## config.mk

```make
export PLATFORM = sky130hd
export DESIGN_NAME = marked_range_table
export DESIGN_NICKNAME = d
export VERILOG_FILES = /design/src/rtl/mrt_pkg.sv /design/src/rtl/mrt_store.sv /design/src/rtl/marked_range_table.sv
export SDC_FILE = /design/constraint.sdc
export NUM_CORES = 2
export LEC_CHECK = 0
export BUFFER_PORTS_ARGS = -buffer_cell sky130_fd_sc_hd__buf_2
export CAP_MARGIN = 40
export CORE_MARGIN = 10
export CORE_UTILIZATION = 45
export DETAILED_ROUTE_END_ITERATION = 7
export PLACE_DENSITY = 0.6
export SLEW_MARGIN = 20
export SYNTH_ARGS = -nofsm -noshare
export SYNTH_HDL_FRONTEND = slang
export SYNTH_SLANG_ARGS = --single-unit
```

## constraint.sdc

```tcl
create_clock -name clock -period 19.9 [get_ports clock]
set_input_delay 3.98 -clock clock [delete_from_list [all_inputs] [get_ports clock]]
set_output_delay 3.98 -clock clock [all_outputs]
set_load 0.02 [all_outputs]
```

## src/rtl/mrt_pkg.sv

```systemverilog
// Package for the marked range table: operation codes, sequencer states,
// and sizing constants. No dependencies.
`timescale 1ns / 1ps
`default_nettype none
package mrt_pkg;
   localparam int TABLE_DEPTH_DEF = 32;
   localparam logic [15:0] CLEAN_MARK = 16'hFFFF;

   localparam logic [3:0] OP_INSERT  = 4'd0;
   localparam logic [3:0] OP_DELETE  = 4'd1;
   localparam logic [3:0] OP_ADD     = 4'd2;
   localparam logic [3:0] OP_NEXT    = 4'd3;
   localparam logic [3:0] OP_EXACT   = 4'd4;
   localparam logic [3:0] OP_OVERLAP = 4'd5;
   localparam logic [3:0] OP_DIRTY   = 4'd6;
   localparam logic [3:0] OP_CLEAN   = 4'd7;
   localparam logic [3:0] OP_ALL     = 4'd8;

   typedef enum logic [3:0] {
      ST_IDLE,
      ST_RD,      // issue read of slot i
      ST_EVAL,    // evaluate the read word
      ST_SHUP_RD, // read slot j-1 while opening a hole
      ST_SHUP_WR, // write it to slot j
      ST_SHDN_RD, // read slot j+1 while closing a hole
      ST_SHDN_WR, // write it to slot j
      ST_ALL_RD,  // read the last slot for the whole-table widen
      ST_ALL_EV,
      ST_DONE
   } state_type;
endpackage
`default_nettype wire

```

## src/rtl/mrt_store.sv

```systemverilog
// Range storage for the marked range table: one memory of start and end
// pairs, one write port and one registered read port. Uses no package.
`timescale 1ns / 1ps
`default_nettype none
module mrt_store #(
   parameter int DEPTH = 32,
   localparam int AW = $clog2(DEPTH)
) (
   input  wire logic          clock,
   input  wire logic          wr_en,
   input  wire logic [AW-1:0] wr_addr,
   input  wire logic [15:0]   wr_start,
   input  wire logic [15:0]   wr_end,
   input  wire logic [AW-1:0] rd_addr,
   output logic      [15:0]   rd_start,
   output logic      [15:0]   rd_end
);
   logic [31:0] mem [DEPTH];

   always_ff @(posedge clock) begin
      if (wr_en) begin
         mem[wr_addr] <= {wr_start, wr_end};
      end
      {rd_start, rd_end} <= mem[rd_addr];
   end
endmodule
`default_nettype wire

```

## src/rtl/marked_range_table.sv

```systemverilog
// Marked range table: a sorted table of position ranges and a dirty window.
// Queries read and evaluate the visited slots one by one; opening or closing a hole shifts the
// tail one slot at a time, with a read state and then a write state per slot. Window-only
// operations skip the table walk.
// Throughput: one operation at a time; the next word is taken after the result is accepted.
// Reset (synchronous, active high) empties the table and sets the window to 0..65535.
`timescale 1ns / 1ps
`default_nettype none
module marked_range_table #(
   parameter int TABLE_DEPTH = mrt_pkg::TABLE_DEPTH_DEF
) (
   input  wire logic        clock,
   input  wire logic        reset,
   input  wire logic        req_valid,
   output logic             req_ready,
   input  wire logic [3:0]  req_operation,
   input  wire logic [15:0] req_position,
   input  wire logic [15:0] req_length,
   input  wire logic [15:0] req_range_end,
   input  wire logic        req_at_separator,
   output logic             rsp_valid,
   input  wire logic        rsp_ready,
   output logic             rsp_found,
   output logic [15:0]      rsp_found_start,
   output logic [15:0]      rsp_found_end,
   output logic             rsp_window_clean,
   output logic [15:0]      rsp_dirty_start,
   output logic [15:0]      rsp_dirty_end,
   output logic             rsp_overflow
);
   localparam int AW = $clog2(TABLE_DEPTH);
   localparam int CW = $clog2(TABLE_DEPTH + 1);
   localparam logic [CW-1:0] DEPTH_C = CW'(TABLE_DEPTH);

   mrt_pkg::state_type state_ff, state_in;

   // Latched request word.
   logic [3:0]  op_ff, op_in;
   logic [15:0] pos_ff, pos_in, len_ff, len_in, rend_ff, rend_in;
   logic        sep_ff, sep_in;

   // Table and window state.
   logic [CW-1:0] count_ff, count_in;
   logic [15:0]   ws_ff, ws_in, we_ff, we_in;

   // Walk state: slot index, pass bound, hole index and pending write.
   logic [CW-1:0] i_ff, i_in, n_ff, n_in, j_ff, j_in;
   logic [15:0]   hs_ff, hs_in, he_ff, he_in;   // pair to place at the hole
   logic          found_ff, found_in, ovf_ff, ovf_in;
   logic [15:0]   fs_ff, fs_in, fe_ff, fe_in;
   logic [15:0]   first_ff, first_in;           // start of slot 0 for op 8

   logic          wr_en;
   logic [AW-1:0] wr_addr, rd_addr;
   logic [15:0]   wr_s, wr_e, rd_s, rd_e;

   mrt_store #(.DEPTH(TABLE_DEPTH)) u_store (
      .clock, .wr_en, .wr_addr, .wr_start(wr_s), .wr_end(wr_e),
      .rd_addr, .rd_start(rd_s), .rd_end(rd_e)
   );

   always_ff @(posedge clock) begin
      if (reset) begin
         state_ff <= mrt_pkg::ST_IDLE;
         count_ff <= '0;
         ws_ff    <= 16'h0000;
         we_ff    <= 16'hFFFF;
      end else begin
         state_ff <= state_in;
         count_ff <= count_in;
         ws_ff    <= ws_in;
         we_ff    <= we_in;
      end
      op_ff <= op_in; pos_ff <= pos_in; len_ff <= len_in;
      rend_ff <= rend_in; sep_ff <= sep_in;
      i_ff <= i_in; n_ff <= n_in; j_ff <= j_in;
      hs_ff <= hs_in; he_ff <= he_in;
      found_ff <= found_in; ovf_ff <= ovf_in;
      fs_ff <= fs_in; fe_ff <= fe_in; first_ff <= first_in;
   end

   logic [15:0] endp, s, e;
   logic        full;

   always_comb begin
      state_in = state_ff;
      op_in = op_ff; pos_in = pos_ff; len_in = len_ff;
      rend_in = rend_ff; sep_in = sep_ff;
      count_in = count_ff; ws_in = ws_ff; we_in = we_ff;
      i_in = i_ff; n_in = n_ff; j_in = j_ff;
      hs_in = hs_ff; he_in = he_ff;
      found_in = found_ff; ovf_in = ovf_ff;
      fs_in = fs_ff; fe_in = fe_ff; first_in = first_ff;
      wr_en = 1'b0; wr_addr = i_ff[AW-1:0]; wr_s = '0; wr_e = '0;
      rd_addr = i_ff[AW-1:0];
      req_ready = 1'b0;
      rsp_valid = 1'b0;
      endp = pos_ff + len_ff;
      s = rd_s; e = rd_e;
      full = (count_ff >= DEPTH_C);

      case (state_ff)
         mrt_pkg::ST_IDLE: begin
            req_ready = 1'b1;
            rd_addr = '0;
            if (req_valid) begin
               op_in = req_operation; pos_in = req_position; len_in = req_length;
               rend_in = req_range_end; sep_in = req_at_separator;
               i_in = '0; n_in = count_ff;
               found_in = 1'b0; ovf_in = 1'b0; fs_in = '0; fe_in = '0;
               state_in = mrt_pkg::ST_RD;
               case (req_operation)
                  mrt_pkg::OP_INSERT: begin
                     if (ws_ff == mrt_pkg::CLEAN_MARK) begin
                        ws_in = req_position;
                        we_in = req_position + req_length;
                     end else begin
                        if (ws_ff > req_position) ws_in = req_position;
                        we_in = (we_ff >= req_position) ? we_ff + req_length
                                                        : req_position + req_length;
                     end
                  end
                  mrt_pkg::OP_DELETE: begin
                     if (ws_ff == mrt_pkg::CLEAN_MARK) begin
                        ws_in = (req_position != 16'd0) ? req_position - 16'd1 : 16'd0;
                        we_in = ((req_position != 16'd0) ? req_position - 16'd1
                                                         : 16'd0) + 16'd1;
                     end else begin
                        if (ws_ff > req_position) ws_in = req_position;
                        if (we_ff > req_position)
                           we_in = (we_ff > req_position + req_length)
                                   ? we_ff - req_length : req_position + 16'd1;
                     end
                  end
                  mrt_pkg::OP_DIRTY: begin
                     if (ws_ff == mrt_pkg::CLEAN_MARK || ws_ff > req_position)
                        ws_in = req_position;
                     if (we_ff < req_range_end) we_in = req_range_end;
                     state_in = mrt_pkg::ST_DONE;
                  end
                  mrt_pkg::OP_CLEAN: begin
                     ws_in = mrt_pkg::CLEAN_MARK;
                     we_in = 16'd0;
                     state_in = mrt_pkg::ST_DONE;
                  end
                  mrt_pkg::OP_ALL: begin
                     state_in = (count_ff != '0) ? mrt_pkg::ST_RD : mrt_pkg::ST_DONE;
                  end
                  mrt_pkg::OP_ADD, mrt_pkg::OP_NEXT, mrt_pkg::OP_EXACT,
                  mrt_pkg::OP_OVERLAP: ;
                  default: state_in = mrt_pkg::ST_DONE;
               endcase
            end
         end

         mrt_pkg::ST_RD: begin
            // Read issued at i; pass end checks happen here.
            if (op_ff == mrt_pkg::OP_INSERT ? (i_ff >= n_ff) : (i_ff >= count_ff)) begin
               if (op_ff == mrt_pkg::OP_ADD) begin
                  // Append at the end; the hole is the slot just past the last range.
                  if (full) begin
                     ovf_in = 1'b1; state_in = mrt_pkg::ST_DONE;
                  end else begin
                     hs_in = pos_ff; he_in = rend_ff; j_in = count_ff;
                     i_in = i_ff + CW'(1);
                     state_in = mrt_pkg::ST_SHUP_RD;
                  end
               end else begin
                  state_in = mrt_pkg::ST_DONE;
               end
            end else begin
               state_in = mrt_pkg::ST_EVAL;
            end
         end

         mrt_pkg::ST_EVAL: begin
            state_in = mrt_pkg::ST_RD;
            i_in = i_ff + CW'(1);
            case (op_ff)
               mrt_pkg::OP_INSERT: begin
                  if (e >= pos_ff) begin
                     if (s > pos_ff) begin
                        s = s + len_ff; e = e + len_ff;
                     end else if (e == pos_ff) begin
                        if (!sep_ff) e = e + len_ff;
                     end else if (s < pos_ff && e > pos_ff) begin
                        e = e + len_ff;
                        if (sep_ff) begin
                           // Split: the tail is written at slot i and shifted up to i+1; the front piece goes in at i.
                           if (full) begin
                              ovf_in = 1'b1;
                              s = pos_ff + 16'd1;
                           end else begin
                              hs_in = s; he_in = pos_ff;
                              j_in = count_ff;
                              s = pos_ff + 16'd1;
                              state_in = mrt_pkg::ST_SHUP_RD;
                           end
                        end
                     end else if (s == pos_ff) begin
                        e = e + len_ff;
                        if (sep_ff) s = s + 16'd1;
                     end
                  end
                  wr_en = 1'b1; wr_s = s; wr_e = e;
               end
               mrt_pkg::OP_DELETE: begin
                  if (e >= pos_ff) begin
                     if (s >= endp) begin
                        s = s - len_ff; e = e - len_ff;
                     end else if (s >= pos_ff && e <= endp) begin
                        j_in = i_ff; i_in = i_ff;
                        state_in = mrt_pkg::ST_SHDN_RD;
                     end else if (s <= pos_ff && e > pos_ff) begin
                        e = (e <= endp) ? pos_ff : e - len_ff;
                     end else if (s >= pos_ff && e > endp) begin
                        s = endp - len_ff; e = e - len_ff;
                     end
                  end
                  wr_en = (state_in == mrt_pkg::ST_RD);
                  wr_s = s; wr_e = e;
               end
               mrt_pkg::OP_ADD: begin
                  if (s >= pos_ff) begin
                     if (s == pos_ff && e > rend_ff) begin
                        wr_en = 1'b1; wr_s = rend_ff + 16'd1; wr_e = e;
                     end
                     if (full) begin
                        ovf_in = 1'b1; state_in = mrt_pkg::ST_DONE;
                     end else begin
                        hs_in = pos_ff; he_in = rend_ff; j_in = count_ff;
                        state_in = mrt_pkg::ST_SHUP_RD;
                     end
                  end
               end
               mrt_pkg::OP_NEXT: begin
                  if (e > pos_ff) begin
                     found_in = 1'b1; fs_in = s; fe_in = e;
                     state_in = mrt_pkg::ST_DONE;
                  end
               end
               mrt_pkg::OP_EXACT: begin
                  if (s == pos_ff && e == rend_ff) begin
                     found_in = 1'b1; state_in = mrt_pkg::ST_DONE;
                  end else if (s >= pos_ff) begin
                     state_in = mrt_pkg::ST_DONE;
                  end
               end
               mrt_pkg::OP_OVERLAP: begin
                  if (e >= pos_ff && s < rend_ff) begin
                     found_in = 1'b1; state_in = mrt_pkg::ST_DONE;
                  end else if (s >= rend_ff) begin
                     state_in = mrt_pkg::ST_DONE;
                  end
               end
               mrt_pkg::OP_ALL: begin
                  first_in = s;
                  i_in = count_ff - CW'(1);
                  state_in = mrt_pkg::ST_ALL_RD;
               end
               default: state_in = mrt_pkg::ST_DONE;
            endcase
         end

         // Opening a hole at the slot before i_ff: move j-1 to j downward.
         mrt_pkg::ST_SHUP_RD: begin
            rd_addr = AW'(j_ff - CW'(1));
            // The hole is always at i_ff-1. Once it is filled, an insert pass
            // steps over the tail piece of the split and resumes one slot later.
            if (j_ff == i_ff - CW'(1)) begin
               wr_en = 1'b1; wr_addr = AW'(j_ff); wr_s = hs_ff; wr_e = he_ff;
               count_in = count_ff + CW'(1);
               i_in = i_ff + CW'(1);
               state_in = (op_ff == mrt_pkg::OP_ADD) ? mrt_pkg::ST_DONE
                                                     : mrt_pkg::ST_RD;
            end else begin
               state_in = mrt_pkg::ST_SHUP_WR;
            end
         end
         mrt_pkg::ST_SHUP_WR: begin
            wr_en = 1'b1; wr_addr = AW'(j_ff); wr_s = rd_s; wr_e = rd_e;
            j_in = j_ff - CW'(1);
            state_in = mrt_pkg::ST_SHUP_RD;
         end

         // Closing the hole at j: move j+1 to j until the end.
         mrt_pkg::ST_SHDN_RD: begin
            rd_addr = AW'(j_ff + CW'(1));
            if (j_ff + CW'(1) >= count_ff) begin
               count_in = count_ff - CW'(1);
               state_in = mrt_pkg::ST_RD;
            end else begin
               state_in = mrt_pkg::ST_SHDN_WR;
            end
         end
         mrt_pkg::ST_SHDN_WR: begin
            wr_en = 1'b1; wr_addr = AW'(j_ff); wr_s = rd_s; wr_e = rd_e;
            j_in = j_ff + CW'(1);
            state_in = mrt_pkg::ST_SHDN_RD;
         end

         mrt_pkg::ST_ALL_RD: begin
            state_in = mrt_pkg::ST_ALL_EV;
         end
         mrt_pkg::ST_ALL_EV: begin
            if (ws_ff == mrt_pkg::CLEAN_MARK || ws_ff > first_ff) ws_in = first_ff;
            if (we_ff < rd_e) we_in = rd_e;
            state_in = mrt_pkg::ST_DONE;
         end

         mrt_pkg::ST_DONE: begin
            rsp_valid = 1'b1;
            if (rsp_ready) state_in = mrt_pkg::ST_IDLE;
         end
         default: state_in = mrt_pkg::ST_IDLE;
      endcase
   end

   // For an add, EVAL advanced i by one, so the hole is the slot just evaluated.
   // A split does the same, and the pass skips the tail piece after the hole is filled.

   assign rsp_found        = found_ff;
   assign rsp_found_start  = fs_ff;
   assign rsp_found_end    = fe_ff;
   assign rsp_window_clean = (ws_ff == mrt_pkg::CLEAN_MARK);
   assign rsp_dirty_start  = ws_ff;
   assign rsp_dirty_end    = we_ff;
   assign rsp_overflow     = ovf_ff;

   a_count_bound: assert property (@(posedge clock) disable iff (reset)
      count_ff <= DEPTH_C) else $error("range count beyond depth");
   a_ready_idle: assert property (@(posedge clock) disable iff (reset)
      !(req_ready && rsp_valid)) else $error("ready while a word is shown");
   a_rsp_hold: assert property (@(posedge clock) disable iff (reset)
      rsp_valid && !rsp_ready |=> rsp_valid && $stable(rsp_dirty_start))
      else $error("result word changed while stalled");
endmodule
`default_nettype wire
```

==> results.json <==
{
  "status": "completed",
  "placed_area_um2": 71150,
  "syn-num-nets": 6523,
  "fmax_mhz": 116.8,
  "critPathRequiredTime_ns": 20.56,
  "gp_congestion": 0.9907,
  "finalCriticalPeriod_ns": 8.559,
  "finalClockSkew_ns": 0.05789,
  "drc": 0,
  "r2r_end": "u_store.mem[23][0]$_DFFE_PP_",
  "rows": 142,
  "die_h_um": 407.4,
  "io_buffer_count": 125,
  "die_x_um": 407.4,
  "clock_latency_ns": 0.80,
  "h-tree-depth": 4,
  "stdcell_count": 8301,
  "ant_nets": 0,
  "crit_slowest_cell": "o41ai_1",
  "end_kind": "flop",
  "crit_family": "compound AO/OA/AOI/OAI gates",
  "cts_max_path_buffers": 3,
  "dp_cells": 8038,
  "cap_violations": 0,
  "r2r-start": "len_ff[0]$_DFFE_PP_",
  "root_buffer": "clkbuf_16",
  "nFillCells": 13310,
  "ys_warn_count": 0,
  "r2r_cells": 25,
  "grt_overflow": 0,
  "grt_first_pass_wirelength_mm": 349.8,
  "ys_async_sr_fraction_pct": 0,
  "fp.coreArea_um2": 149400,
  "report.final.setup_viol": 0,
  "wl_per_cell_um": 29.32,
  "slew_violations": 0,
  "antenna_found_initial": 10,
  "syn-cell-area_um2": 67540,
  "synth_ff_type": "edfxtp_1",
  "crit_path_max_incr_delay_ns": 0.58,
  "multi_input_area_um2": 28760,
  "grt_most_used_layer": "met2",
  "path_buf_inv": 2,
  "finalCritPeriodShare_pct": 43.01,
  "relSlewSlack_pct": 31.63,
  "ys_seq_area_share_pct": 54.52,
  "syn_to_final_growth_pct": 12.03,
  "drive_above_1_share_pct": 10.50,
  "clk_pin_slew_worst_paths_ns": 0.06,
  "startpoint_type": "input pin",
  "cts_made_buffers": 139,
  "start_util_pct": 45.20,
  "p_leak_nw": 25.08,
  "nets": 6591,
  "met3_usage_pct": 5.209,
  "die-area_um2": 166000,
  "synth-seq-cells": 1251,
  "crit_path_frequent_cell": "a211oi_1",
  "final_area_um2": 75670,
  "final_common_cell": "edfxtp_1",
  "ctsResizeCount": 0,
  "hold-path-cell-count": 2,
  "use_met1_pct": 38.43,
  "grt.total_usage_pct": 28.20,
  "vias": 52259,
  "powerDensity_nw_per_um2": 156.5,
  "synth_edf_count": 1177,
  "hp-start": "rsp_dirty_start[0]$_SDFFE_PP0P_",
  "synth_cell_types": 115,
  "hpwl_mm": 155.0,
  "dr.first_iter.drc_count": 5763,
  "post_cts_buffers": 0,
  "setup_tns_ns": 0,
  "crit_arrival_ns": 9.22,
  "rsz0062_at_grt": "false",
  "first_pass_iters": 8,
  "grt_pass1_vias": 49240,
  "whs_endpoint": "rsp_dirty_start[0]$_SDFFE_PP0P_",
  "hold_buffers": 0,
  "hp-class": "reg2reg",
  "crit_type": "in2reg",
  "cts_tree": "yes",
  "viasPerCell": 6.296,
  "cts.sinks": 1251,
  "final_cell_mix": "edfxtp_1 (1177), nand2_1 (707), a211oi_1 (399)",
  "hold_viol_final": 0,
  "postLayoutCoreUtil_pct": 50.64,
  "grt_max_degree": 184,
  "grt_use_met2_pct": 43.83,
  "ir_worst_vdd_mv": 0.1326,
  "syn_area_per_cell_um2": 11.07,
  "seq_area_um2": 36830,
  "ioPinCount": 126,
  "worst_pin_slew_ns": 1.026,
  "cp_cell_sequence": "buf_2 > ha_1 > a211oi_1 > o21a_1 > o31ai_1 > o41ai_1 > o21ai_0 > a21o_1 > a21oi_1 > xnor2_1 > ha_1 > and4_1 > nand4_1 > or3_1 > o21ai_2 > buf_4 > mux2i_1 > a21oi_1 > a211oi_1 > nor3_1 > a211oi_1 > o21ai_0",
  "r2r_setup_slack_ns": 12.27,
  "syn_inst": 6104,
  "totalWireLength_mm": 243.4,
  "path_max_fanout": 28
}
worst max path at each step:
stage,from,to,slack (ns),cells past startpoint
finish,req_position[1],rsp_dirty_end[1]$_SDFFE_PP1P_,11.34,22
global route,req_position[1],rsp_dirty_end[1]$_SDFFE_PP1P_,11.03,22
CTS,req_position[1],rsp_dirty_end[1]$_SDFFE_PP1P_,11.48,22
detailed placement,req_position[1],rsp_dirty_end[1]$_SDFFE_PP1P_,10.68,22
global placement,req_position[1],rsp_dirty_end[1]$_SDFFE_PP1P_,10.70,22
floorplan,req_position[1],rsp_dirty_end[7]$_SDFFE_PP1P_,11.63,19
worst reg2reg max path: cells and delay by family, from the launching register on:
family | cells | cell delay [ns]
adders and majority gates | 3 | 1.09
AOI/OAI and AO/OA | 12 | 2.72
DFF | 1 | 0.70
buffers and inverters | 3 | 0.83
and+or+nand+nor | 6 | 1.51
xor gates and xnor gates | 1 | 0.20
through the flow:
step	power, mW	hold slack [ns]	setup WS [ns]
after floorplan	7.281	0.4064	11.63
after global placement	9.190	0.5766	10.70
after detailed placement	9.242	0.5910	10.68
after CTS	11.72	0.5974	11.48
after global routing	12.48	0.6333	11.03
final	11.84	0.6006	11.34
synth_stat cells (20+ instances only):
cell type | number | area (um^2)
edfxtp_1 | 1177 | 35340
buf_1 | 22 | 82.58
a31oi_1 | 156 | 975.9
o211ai_1 | 43 | 322.8
o22ai_1 | 42 | 262.8
o21ai_0 | 206 | 1031
mux2i_1 | 63 | 630.6
xnor2_1 | 158 | 1384
and3_1 | 25 | 156.4
buf_2 | 55 | 275.3
a311oi_1 | 135 | 1182
nand3_1 | 93 | 465.5
nor2b_1 | 41 | 256.5
ha_1 | 353 | 4417
o21a_1 | 41 | 307.8
or3_1 | 33 | 206.5
o21bai_1 | 20 | 150.1
a21oi_1 | 343 | 1717
nand2_1 | 708 | 2658
nor2_1 | 336 | 1261
nor4_1 | 28 | 175.2
inv_1 | 208 | 780.8
dfxtp_1 | 74 | 1481
xor2_1 | 54 | 473.0
and2_1 | 284 | 1777
o31ai_1 | 24 | 180.2
nand2b_1 | 38 | 237.7
a21o_1 | 101 | 758.2
a221oi_1 | 30 | 262.8
nor3_1 | 100 | 500.5
a2111oi_0 | 21 | 183.9
a211oi_1 | 401 | 3010
clkbuf_1 | 305 | 1145
a22oi_1 | 24 | 180.2
nand4_1 | 59 | 369.1
power breakdown:
| part | total [mW] | switching (mW) | leakage [nW] | internal (mW) |
|---|---|---|---|---|
| clock network | 2.47 | 1.09 | 2.10 | 1.37 |
| registers | 3.31 | 0.257 | 9.54 | 3.06 |
| logic | 6.06 | 3.98 | 13.4 | 2.08 |
state kept, by name, summed over array words and instances (netlist names):
name / flops
hs_ff: 16
sep_ff: 1
u_store.rd_start: 16
len_ff: 16
first_ff: 16
state_ff: 4
pos_ff: 16
i_ff: 6
he_ff: 16
rsp_found_start: 16
rsp_dirty_end: 16
u_store.rd_end: 16
n_ff: 6
count_ff: 6
j_ff: 6
u_store.mem: 1024
rsp_overflow: 1
op_ff: 4
rsp_found_end: 16
rsp_dirty_start: 16
rsp_found: 1
rend_ff: 16
per-layer routing:
metal | wire (um) | share of wire [%] | vias to the layer above
li1 | - | - | 23312
met5 | 27 | 0.011 | -
met4 | 11900 | 4.9 | 4
met2 | 109100 | 45 | 2520
met1 | 102600 | 42 | 25878
met3 | 19870 | 8.2 | 545
logic make-up (layout without fill, tap and decap cells):
| family | count (synthesis) | in the layout | synth area share [%] |
|---|---|---|---|
| other cells | 0 | 2 | 0 |
| xor+xnor | 212 | 212 | 2.749 |
| buf+inv | 609 | 788 | 3.642 |
| compound gates | 1768 | 1768 | 18.12 |
| fa+ha+maj | 362 | 362 | 6.806 |
| simple gates | 1828 | 1828 | 13.02 |
| mux | 74 | 74 | 1.139 |
| flops | 1251 | 1251 | 54.52 |
cell type report:
class / count / share of cell area, %
Antenna cell: 2 / 0.006614
Clock buffer: 182 / 4.923
Clock inverter: 70 / 0.8086
Inverter: 211 / 1.047
Multi-Input combinational cell: 4244 / 38.01
Sequential cell: 1251 / 48.67
Tap cell: 2016 / 3.334
Timing Repair Buffer: 325 / 3.203
(Power assumes the default switching activity.)
